==> src/buffer_pool_frame_replacer_defines.svh <==
// Assertion macros shared by the buffer pool frame replacer.
`ifndef BUFFER_POOL_FRAME_REPLACER_DEFINES_SVH
`define BUFFER_POOL_FRAME_REPLACER_DEFINES_SVH
// Asserts that a condition implies a consequence in the same cycle.
`define BPFR_ASSERT_IMP(lbl, ante, cons) \
  lbl: assert property (@(posedge clk_i) disable iff (!rst_ni) (ante) |-> (cons)) \
    else $error("assertion failed");
// Asserts that a condition implies a consequence in the next cycle.
`define BPFR_ASSERT_NEXT(lbl, ante, cons) \
  lbl: assert property (@(posedge clk_i) disable iff (!rst_ni) (ante) |=> (cons)) \
    else $error("assertion failed");
`endif

==> src/bpfr_pkg.sv <==
// Package with types and constants of the buffer pool frame replacer.
package bpfr_pkg;
  localparam int NumFrames = 16;
  localparam int PageBits  = 24;
  localparam int SlotW     = $clog2(NumFrames);
  localparam int OccW      = $clog2(NumFrames + 1);

  localparam logic [2:0] KindPin   = 3'd0;
  localparam logic [2:0] KindUnpin = 3'd1;
  localparam logic [2:0] KindDirty = 3'd2;
  localparam logic [2:0] KindForce = 3'd3;
  localparam logic [2:0] KindFlush = 3'd4;

  localparam logic [1:0] StOk       = 2'd0;
  localparam logic [1:0] StAbsent   = 2'd1;
  localparam logic [1:0] StNoSpace  = 2'd2;
  localparam logic [1:0] StPinned   = 2'd3;

  typedef struct packed {
    logic [2:0]  kind;
    logic [23:0] page_num;
  } req_t;

  typedef struct packed {
    logic [1:0]  status;
    logic [3:0]  frame_slot;
    logic        load_request;
    logic        write_back;
    logic [23:0] write_page;
    logic [15:0] pin_count;
    logic        last;
    logic [31:0] read_count;
    logic [31:0] write_count;
  } res_t;

  // One frame's metadata word as stored in the memory.
  typedef struct packed {
    logic [PageBits-1:0] page;
    logic [15:0]         pins;
    logic                dirty;
    logic [SlotW-1:0]    rank;
  } meta_t;
endpackage

==> src/bpfr_if.sv <==
// Valid/ready channel interfaces for requests, results and configuration.
interface bpfr_req_if import bpfr_pkg::*; ();
  logic valid;
  logic ready;
  req_t data;
  modport source (output valid, output data, input ready);
  modport sink (input valid, input data, output ready);
endinterface

interface bpfr_res_if import bpfr_pkg::*; ();
  logic valid;
  logic ready;
  res_t data;
  modport source (output valid, output data, input ready);
  modport sink (input valid, input data, output ready);
endinterface

interface bpfr_cfg_if ();
  logic valid;
  logic ready;
  logic data;
  modport source (output valid, output data, input ready);
  modport sink (input valid, input data, output ready);
endinterface

==> src/bpfr_meta_ram.sv <==
// Frame metadata memory with one write and one registered read port.
module bpfr_meta_ram import bpfr_pkg::*; (
  input  logic             clk_i,
  input  logic             we_i,
  input  logic [SlotW-1:0] waddr_i,
  input  meta_t            wdata_i,
  input  logic [SlotW-1:0] raddr_i,
  output meta_t            rdata_o
);
  meta_t mem [NumFrames];

  always_ff @(posedge clk_i) begin
    if (we_i) begin
      mem[waddr_i] <= wdata_i;
    end
    rdata_o <= mem[raddr_i];
  end
endmodule

==> src/buffer_pool_frame_replacer.sv <==
// Top level of the buffer pool frame replacer.
// Usage: requests arrive as beats on req (kind, page_num); each accepted
// request of a defined kind yields one or more res beats, the final one
// with last set. A one-bit configuration channel selects FIFO (0) or LRU (1)
// eviction and should be written only while the block is idle.
// Frame metadata (tag, pins, dirty, rank) lives in a synchronous memory
// with one read and one write port; valid bits sit in flip-flops so that
// reset empties the pool at once, without a clearing pass.
// Sequence: a pin, unpin, dirty or force request first scans all frames,
// one memory read a cycle, then passes the decision state; the result beat
// follows, after a write state when the frame entry is written back. A pin
// that moves a frame to newest adds a rank pass. A flush makes a counting
// pass and then one pass over all frames per rank up to the newest dirty,
// unpinned frame, with a result beat for each frame that it writes back.
// One request is worked on at a time; the next is taken the cycle after
// its last result beat leaves.
// Stalls: a result waits in the output register until res.ready; the
// block does not advance while a result is waiting.
// Reset clears valid bits, occupancy, counters, policy and the sequencer.
module buffer_pool_frame_replacer import bpfr_pkg::*; (
  input logic clk_i,
  input logic rst_ni,
  bpfr_req_if.sink   req,
  bpfr_res_if.source res,
  bpfr_cfg_if.sink   cfg
);
  `include "buffer_pool_frame_replacer_defines.svh"

  typedef enum logic [3:0] {
    S_IDLE, S_SCAN, S_DECIDE, S_RD, S_WR, S_SHIFT, S_FLUSH, S_FLWR, S_OUT
  } state_e;

  state_e state_q;
  req_t   req_q;
  logic   policy_q;
  logic [NumFrames-1:0] valid_q;
  logic [OccW-1:0]  occ_q;
  logic [31:0]      loads_q, writes_q;

  // Scan control.
  logic [SlotW:0]   idx_q;       // one wider: holds the count itself
  logic             pipe_v_q;    // read data this cycle belongs to pipe_a_q
  logic [SlotW-1:0] pipe_a_q;
  logic             hit_q, free_q, vict_q;
  logic [SlotW-1:0] hit_s_q, free_s_q, vict_s_q;
  meta_t            hit_m_q, vict_m_q;
  logic [SlotW-1:0] tgt_q;       // frame acted on
  logic [SlotW-1:0] old_rank_q;
  logic [SlotW-1:0] flrank_q;    // rank scanned by flush
  logic             flfound_q;
  logic [SlotW:0]   fltotal_q, flcnt_q;
  logic             flpre_q;     // first flush pass counts candidates
  meta_t            wmeta_q;
  res_t             res_q;
  logic             res_v_q;
  logic             after_out_q; // return to flush after the result

  // Memory.
  logic             we;
  logic [SlotW-1:0] waddr, raddr;
  meta_t            wdata, rdata;

  bpfr_meta_ram u_ram (
    .clk_i, .we_i(we), .waddr_i(waddr), .wdata_i(wdata),
    .raddr_i(raddr), .rdata_o(rdata)
  );

  assign req.ready = (state_q == S_IDLE) && !res_v_q;
  assign cfg.ready = 1'b1;
  assign res.valid = res_v_q;
  assign res.data  = res_q;

  logic [PageBits-1:0] pg;
  assign pg = req_q.page_num[PageBits-1:0];
  logic scan_go;
  assign scan_go = !idx_q[SlotW];
  logic [SlotW-1:0] idx_lo;
  assign idx_lo = idx_q[SlotW-1:0];
  logic pv;
  assign pv = pipe_v_q && valid_q[pipe_a_q];

  // Memory port steering.
  always_comb begin
    raddr = idx_lo;
    we    = 1'b0;
    waddr = tgt_q;
    wdata = wmeta_q;
    if (state_q == S_WR || state_q == S_FLWR) begin
      we = 1'b1;
    end else if (state_q == S_SHIFT && pv && rdata.rank > old_rank_q) begin
      we    = 1'b1;
      waddr = pipe_a_q;
      wdata = rdata;
      wdata.rank = rdata.rank - 1'b1;
    end
  end

  function automatic res_t mk(input logic [1:0] st, input logic [SlotW-1:0] s,
                              input logic ld, input logic wb,
                              input logic [PageBits-1:0] wp,
                              input logic [15:0] pc, input logic lst,
                              input logic [31:0] rc, input logic [31:0] wc);
    res_t r;
    r.status       = st;
    r.frame_slot   = 4'(s);
    r.load_request = ld;
    r.write_back   = wb;
    r.write_page   = 24'(wp);
    r.pin_count    = pc;
    r.last         = lst;
    r.read_count   = rc;
    r.write_count  = wc;
    return r;
  endfunction

  always_ff @(posedge clk_i or negedge rst_ni) begin
    if (!rst_ni) begin
      state_q <= S_IDLE;
      policy_q <= 1'b0;
      valid_q <= '0;
      occ_q <= '0;
      loads_q <= '0;
      writes_q <= '0;
      res_v_q <= 1'b0;
      pipe_v_q <= 1'b0;
      idx_q <= '0;
      after_out_q <= 1'b0;
    end else begin
      if (cfg.valid) policy_q <= cfg.data;
      if (res_v_q && res.ready) res_v_q <= 1'b0;
      pipe_v_q <= 1'b0;
      case (state_q)
        S_IDLE: begin
          if (req.valid) begin
            req_q  <= req.data;
            idx_q  <= '0;
            hit_q  <= 1'b0;
            free_q <= 1'b0;
            vict_q <= 1'b0;
            flrank_q <= '0;
            flcnt_q <= '0;
            fltotal_q <= '0;
            flfound_q <= 1'b0;
            flpre_q <= 1'b1;
            if (req.data.kind == KindFlush) state_q <= S_FLUSH;
            else if (req.data.kind inside {[KindPin:KindForce]}) state_q <= S_SCAN;
          end
        end
        S_SCAN: begin
          if (scan_go) begin
            pipe_v_q <= 1'b1;
            pipe_a_q <= idx_lo;
            idx_q <= idx_q + 1'b1;
          end
          if (pipe_v_q) begin
            if (pv && rdata.page == pg && !hit_q) begin
              hit_q <= 1'b1;
              hit_s_q <= pipe_a_q;
              hit_m_q <= rdata;
            end
            if (!valid_q[pipe_a_q] && !free_q) begin
              free_q <= 1'b1;
              free_s_q <= pipe_a_q;
            end
            if (pv && rdata.pins == 16'd0 &&
                (!vict_q || rdata.rank < vict_m_q.rank)) begin
              vict_q <= 1'b1;
              vict_s_q <= pipe_a_q;
              vict_m_q <= rdata;
            end
          end else if (!scan_go) begin
            state_q <= S_DECIDE;
          end
        end
        S_DECIDE: begin
          state_q <= S_OUT;
          after_out_q <= 1'b0;
          res_v_q <= 1'b1;
          if (req_q.kind == KindPin) begin
            if (hit_q) begin
              wmeta_q <= hit_m_q;
              if (hit_m_q.pins != 16'hFFFF) wmeta_q.pins <= hit_m_q.pins + 1'b1;
              tgt_q <= hit_s_q;
              old_rank_q <= hit_m_q.rank;
              if (policy_q) wmeta_q.rank <= SlotW'(occ_q - 1'b1);
              res_q <= mk(StOk, hit_s_q, 1'b0, 1'b0, '0,
                          (hit_m_q.pins != 16'hFFFF) ? hit_m_q.pins + 1'b1 : hit_m_q.pins,
                          1'b1, loads_q, writes_q);
              res_v_q <= 1'b0;
              state_q <= S_WR;
            end else if (free_q) begin
              wmeta_q <= '{page: pg, pins: 16'd1, dirty: 1'b0, rank: SlotW'(occ_q)};
              tgt_q <= free_s_q;
              valid_q[free_s_q] <= 1'b1;
              occ_q <= occ_q + 1'b1;
              loads_q <= loads_q + 1'b1;
              res_q <= mk(StOk, free_s_q, 1'b1, 1'b0, '0, 16'd1, 1'b1,
                          loads_q + 1'b1, writes_q);
              res_v_q <= 1'b0;
              old_rank_q <= '1;
              state_q <= S_WR;
            end else if (vict_q) begin
              wmeta_q <= '{page: pg, pins: 16'd1, dirty: 1'b0,
                           rank: SlotW'(occ_q - 1'b1)};
              tgt_q <= vict_s_q;
              old_rank_q <= vict_m_q.rank;
              loads_q <= loads_q + 1'b1;
              if (vict_m_q.dirty) writes_q <= writes_q + 1'b1;
              res_q <= mk(StOk, vict_s_q, 1'b1, vict_m_q.dirty,
                          vict_m_q.dirty ? vict_m_q.page : '0, 16'd1, 1'b1,
                          loads_q + 1'b1, writes_q + 32'(vict_m_q.dirty));
              res_v_q <= 1'b0;
              state_q <= S_WR;
            end else begin
              res_q <= mk(StNoSpace, '0, 1'b0, 1'b0, '0, 16'd0, 1'b1,
                          loads_q, writes_q);
            end
          end else if (!hit_q) begin
            res_q <= mk(StAbsent, '0, 1'b0, 1'b0, '0, 16'd0, 1'b1, loads_q, writes_q);
          end else begin
            tgt_q <= hit_s_q;
            wmeta_q <= hit_m_q;
            old_rank_q <= '1;
            res_v_q <= 1'b0;
            state_q <= S_WR;
            res_q <= mk(StOk, hit_s_q, 1'b0, 1'b0, '0, hit_m_q.pins, 1'b1,
                        loads_q, writes_q);
            case (req_q.kind)
              KindUnpin: begin
                if (hit_m_q.pins != 16'd0) begin
                  wmeta_q.pins <= hit_m_q.pins - 1'b1;
                  res_q.pin_count <= hit_m_q.pins - 1'b1;
                end
              end
              KindDirty: wmeta_q.dirty <= 1'b1;
              default: begin
                if (hit_m_q.dirty && hit_m_q.pins != 16'd0) begin
                  res_q.status <= StPinned;
                end else if (hit_m_q.dirty) begin
                  wmeta_q.dirty <= 1'b0;
                  writes_q <= writes_q + 1'b1;
                  res_q <= mk(StOk, hit_s_q, 1'b0, 1'b1, hit_m_q.page, 16'd0,
                              1'b1, loads_q, writes_q + 1'b1);
                end
              end
            endcase
          end
        end
        S_WR: begin
          // Rank fix-up pass needed when a frame moves to newest.
          idx_q <= '0;
          if (req_q.kind == KindPin && old_rank_q != wmeta_q.rank &&
              (policy_q || !hit_q) && !(free_q && !hit_q)) begin
            state_q <= S_SHIFT;
          end else begin
            state_q <= S_OUT;
            res_v_q <= 1'b1;
          end
        end
        S_SHIFT: begin
          if (scan_go) begin
            pipe_v_q <= !(idx_lo == tgt_q);
            pipe_a_q <= idx_lo;
            idx_q <= idx_q + 1'b1;
          end else if (!pipe_v_q) begin
            state_q <= S_OUT;
            res_v_q <= 1'b1;
          end
        end
        S_FLUSH: begin
          // Scan all frames for the current rank, one read a cycle. The first
          // pass counts candidates over all ranks.
          if (scan_go) begin
            pipe_v_q <= 1'b1;
            pipe_a_q <= idx_lo;
            idx_q <= idx_q + 1'b1;
          end
          if (pipe_v_q && pv && rdata.dirty && rdata.pins == 16'd0) begin
            if (flpre_q) begin
              fltotal_q <= fltotal_q + 1'b1;
            end else if (rdata.rank == flrank_q) begin
              flfound_q <= 1'b1;
              tgt_q <= pipe_a_q;
              wmeta_q <= rdata;
              wmeta_q.dirty <= 1'b0;
            end
          end else if (!pipe_v_q && !scan_go) begin
            idx_q <= '0;
            if (flpre_q) begin
              flpre_q <= 1'b0;
              if (fltotal_q == '0) begin
                res_q <= mk(StOk, '0, 1'b0, 1'b0, '0, 16'd0, 1'b1, loads_q, writes_q);
                res_v_q <= 1'b1;
                after_out_q <= 1'b0;
                state_q <= S_OUT;
              end
            end else if (flfound_q) begin
              state_q <= S_FLWR;
            end else begin
              flrank_q <= flrank_q + 1'b1;
            end
          end
        end
        S_FLWR: begin
          flfound_q <= 1'b0;
          flrank_q <= flrank_q + 1'b1;
          flcnt_q <= flcnt_q + 1'b1;
          writes_q <= writes_q + 1'b1;
          res_q <= mk(StOk, tgt_q, 1'b0, 1'b1, wmeta_q.page, 16'd0,
                      (flcnt_q + 1'b1) == fltotal_q, loads_q, writes_q + 1'b1);
          res_v_q <= 1'b1;
          after_out_q <= (flcnt_q + 1'b1) != fltotal_q;
          state_q <= S_OUT;
        end
        S_OUT: begin
          if (res_v_q && res.ready) begin
            state_q <= after_out_q ? S_FLUSH : S_IDLE;
          end
        end
        default: state_q <= S_IDLE;
      endcase
    end
  end

  // Busy blocks req; occ_q bounded; a waiting res_q holds; no write while res_v_q.
  `BPFR_ASSERT_IMP(a_no_req_busy, state_q != S_IDLE, !req.ready)
  `BPFR_ASSERT_IMP(a_occ_range, 1'b1, occ_q <= OccW'(NumFrames))
  `BPFR_ASSERT_NEXT(a_out_wait, res_v_q && !res.ready, res_v_q && $stable(res_q))
  `BPFR_ASSERT_IMP(a_wr_not_out, we, !res_v_q)
endmodule
==> src/flat_wrapper.sv <==
// flat-port wrapper written by rule: the top's interface ports become plain ports
module buffer_pool_frame_replacer_flat import bpfr_pkg::*;
  (clk_i, rst_ni, req_valid, req_data, req_ready, res_valid, res_data, res_ready, cfg_valid, cfg_data, cfg_ready);
  bpfr_req_if req_i ();
  bpfr_res_if res_i ();
  bpfr_cfg_if cfg_i ();
  input logic clk_i;
  input logic rst_ni;
  input wire logic [$bits(req_i.valid)-1:0] req_valid;
  input wire logic [$bits(req_i.data)-1:0] req_data;
  output wire logic [$bits(req_i.ready)-1:0] req_ready;
  output wire logic [$bits(res_i.valid)-1:0] res_valid;
  output wire logic [$bits(res_i.data)-1:0] res_data;
  input wire logic [$bits(res_i.ready)-1:0] res_ready;
  input wire logic [$bits(cfg_i.valid)-1:0] cfg_valid;
  input wire logic [$bits(cfg_i.data)-1:0] cfg_data;
  output wire logic [$bits(cfg_i.ready)-1:0] cfg_ready;
  assign req_i.valid = req_valid;
  assign req_i.data = req_data;
  assign req_ready = req_i.ready;
  assign res_valid = res_i.valid;
  assign res_data = res_i.data;
  assign res_i.ready = res_ready;
  assign cfg_i.valid = cfg_valid;
  assign cfg_i.data = cfg_data;
  assign cfg_ready = cfg_i.ready;
  buffer_pool_frame_replacer u_core (.clk_i(clk_i), .rst_ni(rst_ni), .req(req_i), .res(res_i), .cfg(cfg_i));
endmodule
==> config.mk <==
export PLATFORM = sky130hd
export DESIGN_NAME = buffer_pool_frame_replacer_flat
export DESIGN_NICKNAME = d
export VERILOG_FILES = /design/src/bpfr_pkg.sv /design/src/bpfr_if.sv /design/src/bpfr_meta_ram.sv /design/src/buffer_pool_frame_replacer.sv /design/src/flat_wrapper.sv
export VERILOG_INCLUDE_DIRS = /design/src /design/src/src
export SDC_FILE = /design/constraint.sdc
export NUM_CORES = 1
export LEC_CHECK = 0
export BUFFER_PORTS_ARGS = -buffer_cell sky130_fd_sc_hd__buf_2
export CELL_PAD_IN_SITES_DETAIL_PLACEMENT = 1
export CELL_PAD_IN_SITES_GLOBAL_PLACEMENT = 2
export CORE_MARGIN = 2
export CORE_UTILIZATION = 37
export DETAILED_ROUTE_END_ITERATION = 10
export PLACE_DENSITY_LB_ADDON = 0.1
export SLEW_MARGIN = 5
export SYNTH_ARGS = -nofsm -noshare
export SYNTH_HDL_FRONTEND = slang
export SYNTH_SLANG_ARGS = --single-unit
==> constraint.sdc <==
create_clock -name clk_i -period 19.3 [get_ports clk_i]
set_clock_uncertainty 0.15 [all_clocks]
set_input_delay 3.86 -clock clk_i [delete_from_list [all_inputs] [get_ports clk_i]]
set_output_delay 3.86 -clock clk_i [all_outputs]
set_load 0.02 [all_outputs]
==> metrics list <==
* Cell Area, Synth: 48300 µm²
- Switching power total: 1870 µW
* Post-Route Hold Slack: 0.310 ns
- Largest cells by area after synthesis: edfxtp_1 63%, mux4_2 11%, dfrtp_1 5.0%, dfxtp_1 1.9%, xor2_1 1.8%
- Number of nets at the end of the flow: 3088
- Based on the critical path, the design can be clocked at up to 0.149 GHz.
- The detail route stage leaves a number of antenna-violating nets equal to 0.
- In this run the most used layer during global routing was met2.
- For this run, the register share of the synthesized area comes to 70.4%.
* Clock input transition at the sequential cells of the worst setup and hold paths: 0.06 ns
* Synthesized Nets: 2923
- ANT cells: 0
- The slowest stage of the critical path belongs to the cell nor4_1.
- Number of max-capacitance violations reported: 0
* Reg2reg end: u_core.u_ram.mem[8][0]$_DFFE_PP_
- Share of final-layout standard cells stronger than drive strength 1: 23.4%
- Top-count cell post-synth: edfxtp_1
- Internal power comes to 4910 µW.
* Die Outline Area: 134000 µm²
- For the pin with the worst max-slew slack, the measured transition is 1.05 ns.
- The number of global-route vias before repair is 28507.
* Layout overhead on the synthesized area: 14.7%
- In the global route stage, met2 resource usage came out at 32.3%.
- The run finished with clean final reports.
* Yosys Warn Count: 0
* Main flop type after synthesis: edfxtp_1
* CTS tree: yes
* CTS Hold Buffers Added: 0
- Sw frac: 27.6%
- Peak supply drop: 0.000115 V
- Data arrival at the endpoint of the critical path: 2.72 ns
- The critical path is of the flip-flop to output pin type.
* Instance count along the most critical hold path: 1
- In the routed design, unresolved DRC markers number 0.
- Post-synth top area cell: edfxtp_1
- Counting flops with an async set or reset pin after synthesis yields a share of 8.33%.
* WP buf/inv: 1
* Mean instance size in the synthesized netlist: 16.8 µm²
- Highest fanout seen on the critical path: 17
- Across all register-to-register paths, the minimum setup slack is 14.50 ns.
- Distinct cells, synth: 88
- The worst register-to-register path has a depth of 8.
* Overall global routing resource usage: 20.3%
* Critical Path, Cell by Cell: nor4_1 -> nor2b_1 -> buf_2
- Clock buffer count from CTS: 132
- Count of routing violations after the opening detailed-route iteration: 2172
* Total leakage power: 0.0183 µW
* Portion of total power attributed to sequential cells: 47.2%
- The routed design could run at a clock period as short as 6.73 ns.
* Worst path max stage delay: 0.71 ns
* Cell family with the largest share of critical-path delay: simple AND/OR/NAND/NOR gates
- Hold Startpoint: u_core.valid_q[8]$_DFFE_PN0P_
* Number of synthesized flops with an enable pin: 1022
- The worst path uses 34.9% of the clock period.
* Power per unit of standard cell area: 122 nW/µm²
- Final setup viols: 0
* Area of the placeable core: 130000 µm²
- For this configuration, the core starts out at a cell density of 37.3%.
- In this run the worst hold path is classified as flip-flop to flip-flop.
- Fraction of synthesized cell area taken by the top area cell type: 63.5%
- During placement, the flow inserted port buffers numbering 147.
* Post-cts repair resize count: 0
* Vert. Die Dim: 365 µm
- Counting every instance in the synthesized netlist gives 2869.
- At the end of routability-driven placement, the weighted congestion stood at 0.835.
- Once the clock tree was built, the setup fixing pass inserted 0 buffers.
* Via count: 26725
* Most instantiated cells after synthesis: 1022 x edfxtp_1, 229 x mux4_2, 180 x nand2_1
- The path with the worst hold slack has its endpoint at u_core.valid_q[8]$_DFFE_PN0P_.
* Vias/cell: 5.47
- The initial antenna violation count came to 8.
* Total Routed Length: 135 mm
* Skew-Pair Late Insertion Delay: 0.76 ns
* Combinational power share: 16.5%
- Number of max-slew violations in the final report: 0
- Entering global routing, the biggest net connects 102 pins.
* Maximum number of buffers from clock root to sink: 3
- The clock drives 1164 sinks.
- Worst EP required: 15.29 ns
- Initial DRT Pass Iterations: 7
* Relative slew slack: 30.0%
- Summed over all failing endpoints, the final setup total negative slack is 0 ns.
- Routing usage on met1: 28.3%
- Global-route wire length before repair: 196 mm
* Setup crit end kind: output pin
* Clk Tree Root Cell: clkbuf_16
* Number of register bits inferred by synthesis: 1164
- The worst register-to-register path begins at u_core.pipe_a_q[0]$_DFFE_PP_.
- Count of endpoints failing hold in the final timing report: 0
* Met3 capacity usage during global routing: 2.94%
- Total congestion overflow: 0
- The floorplan step set the die width to 365 µm.
* Number of stages on the worst setup path: 3
* Element type at the critical path start: flip-flop
* Half-perimeter wire length after detailed placement: 79.0 mm
- Average detailed-routed wire length per instance: 27.6 µm
- The initialized floorplan defines 132 standard-cell rows.
- Number of levels in the clock H-tree: 4
- Clock network fraction of design power: 36.3%
- 149 I/O pins were placed.
- Setup repair after global routing left no endpoint under its margin.
## cells in the final DEF, fill, tap and decap left out, types with 45 or more instances in the layout
cell,synthesis,layout
buf_4,6,54
a21oi_1,72,72
o21ai_0,76,75
xnor2_1,96,96
edfxtp_1,1022,1022
buf_2,38,146
dfxtp_1,45,45
nand3_1,98,97
nor2_1,138,138
mux4_2,229,229
nand2_1,180,180
xor2_1,101,101
clkbuf_16,0,138
dfrtp_1,97,92
mux2_2,45,45
## power by group through the flow
stage	clock [µW]	combinational [µW]	sequential [µW]
6_report	2460	1120	3200
5_1_grt	2620	1220	3220
4_1_cts	2530	1140	3200
3_5_place_dp	0	1140	3250
3_3_place_gp	0	1130	3240
2_1_floorplan	0	854	3120
## how the worst max path moves through the flow
stage | start | endpoint | slack (ns)
2_1_floorplan | rst_ni | u_core.hit_q$_DFFE_PP_ | 9.55
3_3_place_gp | rst_ni | u_core.old_rank_q[0]$_SDFFCE_PP1P_ | 13.03
3_5_place_dp | rst_ni | u_core.old_rank_q[2]$_SDFFCE_PP1P_ | 12.94
4_1_cts | u_core.state_q[3]$_DFFE_PN0P_ | req_ready | 12.48
5_1_grt | u_core.state_q[3]$_DFFE_PN0P_ | req_ready | 12.43
6_report | u_core.state_q[3]$_DFFE_PN0P_ | req_ready | 12.57
## per-stage QoR
step	std cells	setup slack [ns]	cell area, µm²	util (%)	total power, µW
after floorplan	2869	9.55	48300	-	3970
after global placement	4642	13.03	51200	39.5	4370
after detailed placement	4642	12.94	51200	39.5	4390
after CTS	4884	12.48	55400	42.8	6870
after global routing	4884	12.43	55400	42.8	7050
final	4884	12.57	55400	42.8	6780
## metal layers
metal	vias up	part of all wire [%]	routed length (µm)
li1	11611	-	-
met1	14263	45	60500
met2	655	47	63800
met3	194	4.3	5840
met4	2	3.3	4420
met5	-	0.0097	13
## layout make-up
type,count,area [µm²]
flip-flops and latches,1164,34000
clock inverters,73,616
well taps,1742,2180
repair buffers,201,1160
clock buffers,169,3630
inverters,30,113
fillers,12490,74200
multi-input cells,1505,13700
## sequential cells by signal, indices dropped and copies added (netlist names), 4 cells and up
register	flops
u_core.u_ram.rdata_o	45
u_core.loads_q	32
u_core.pg	24
u_core.free_s_q	4
u_core.idx_q	5
u_core.hit_s_q	4
u_core.vict_s_q	4
u_core.fltotal_q	5
u_core.old_rank_q	4
u_core.valid_q	16
u_core.writes_q	32
u_core.wmeta_q	45
u_core.tgt_q	4
u_core.u_ram.mem	720
u_core.pipe_a_q	4
u_core.flrank_q	4
u_core.flcnt_q	5
u_core.hit_m_q	45
u_core.occ_q	4
u_core.res.data	113
u_core.state_q	4
u_core.vict_m_q	29
## kinds of logic after synthesis
family	Yosys count	share of synthesized area (%)
and+or+nand+nor	666	6.98
muxes	315	12.6
buffers and inverters	200	1.80
DFF	1164	70.4
AOI/OAI and AO/OA	305	4.14
other	1	0.00776
xor gates and xnor gates	197	3.57
adders and majority gates	21	0.544
Note: power is estimated with default switching activity, not from simulation.
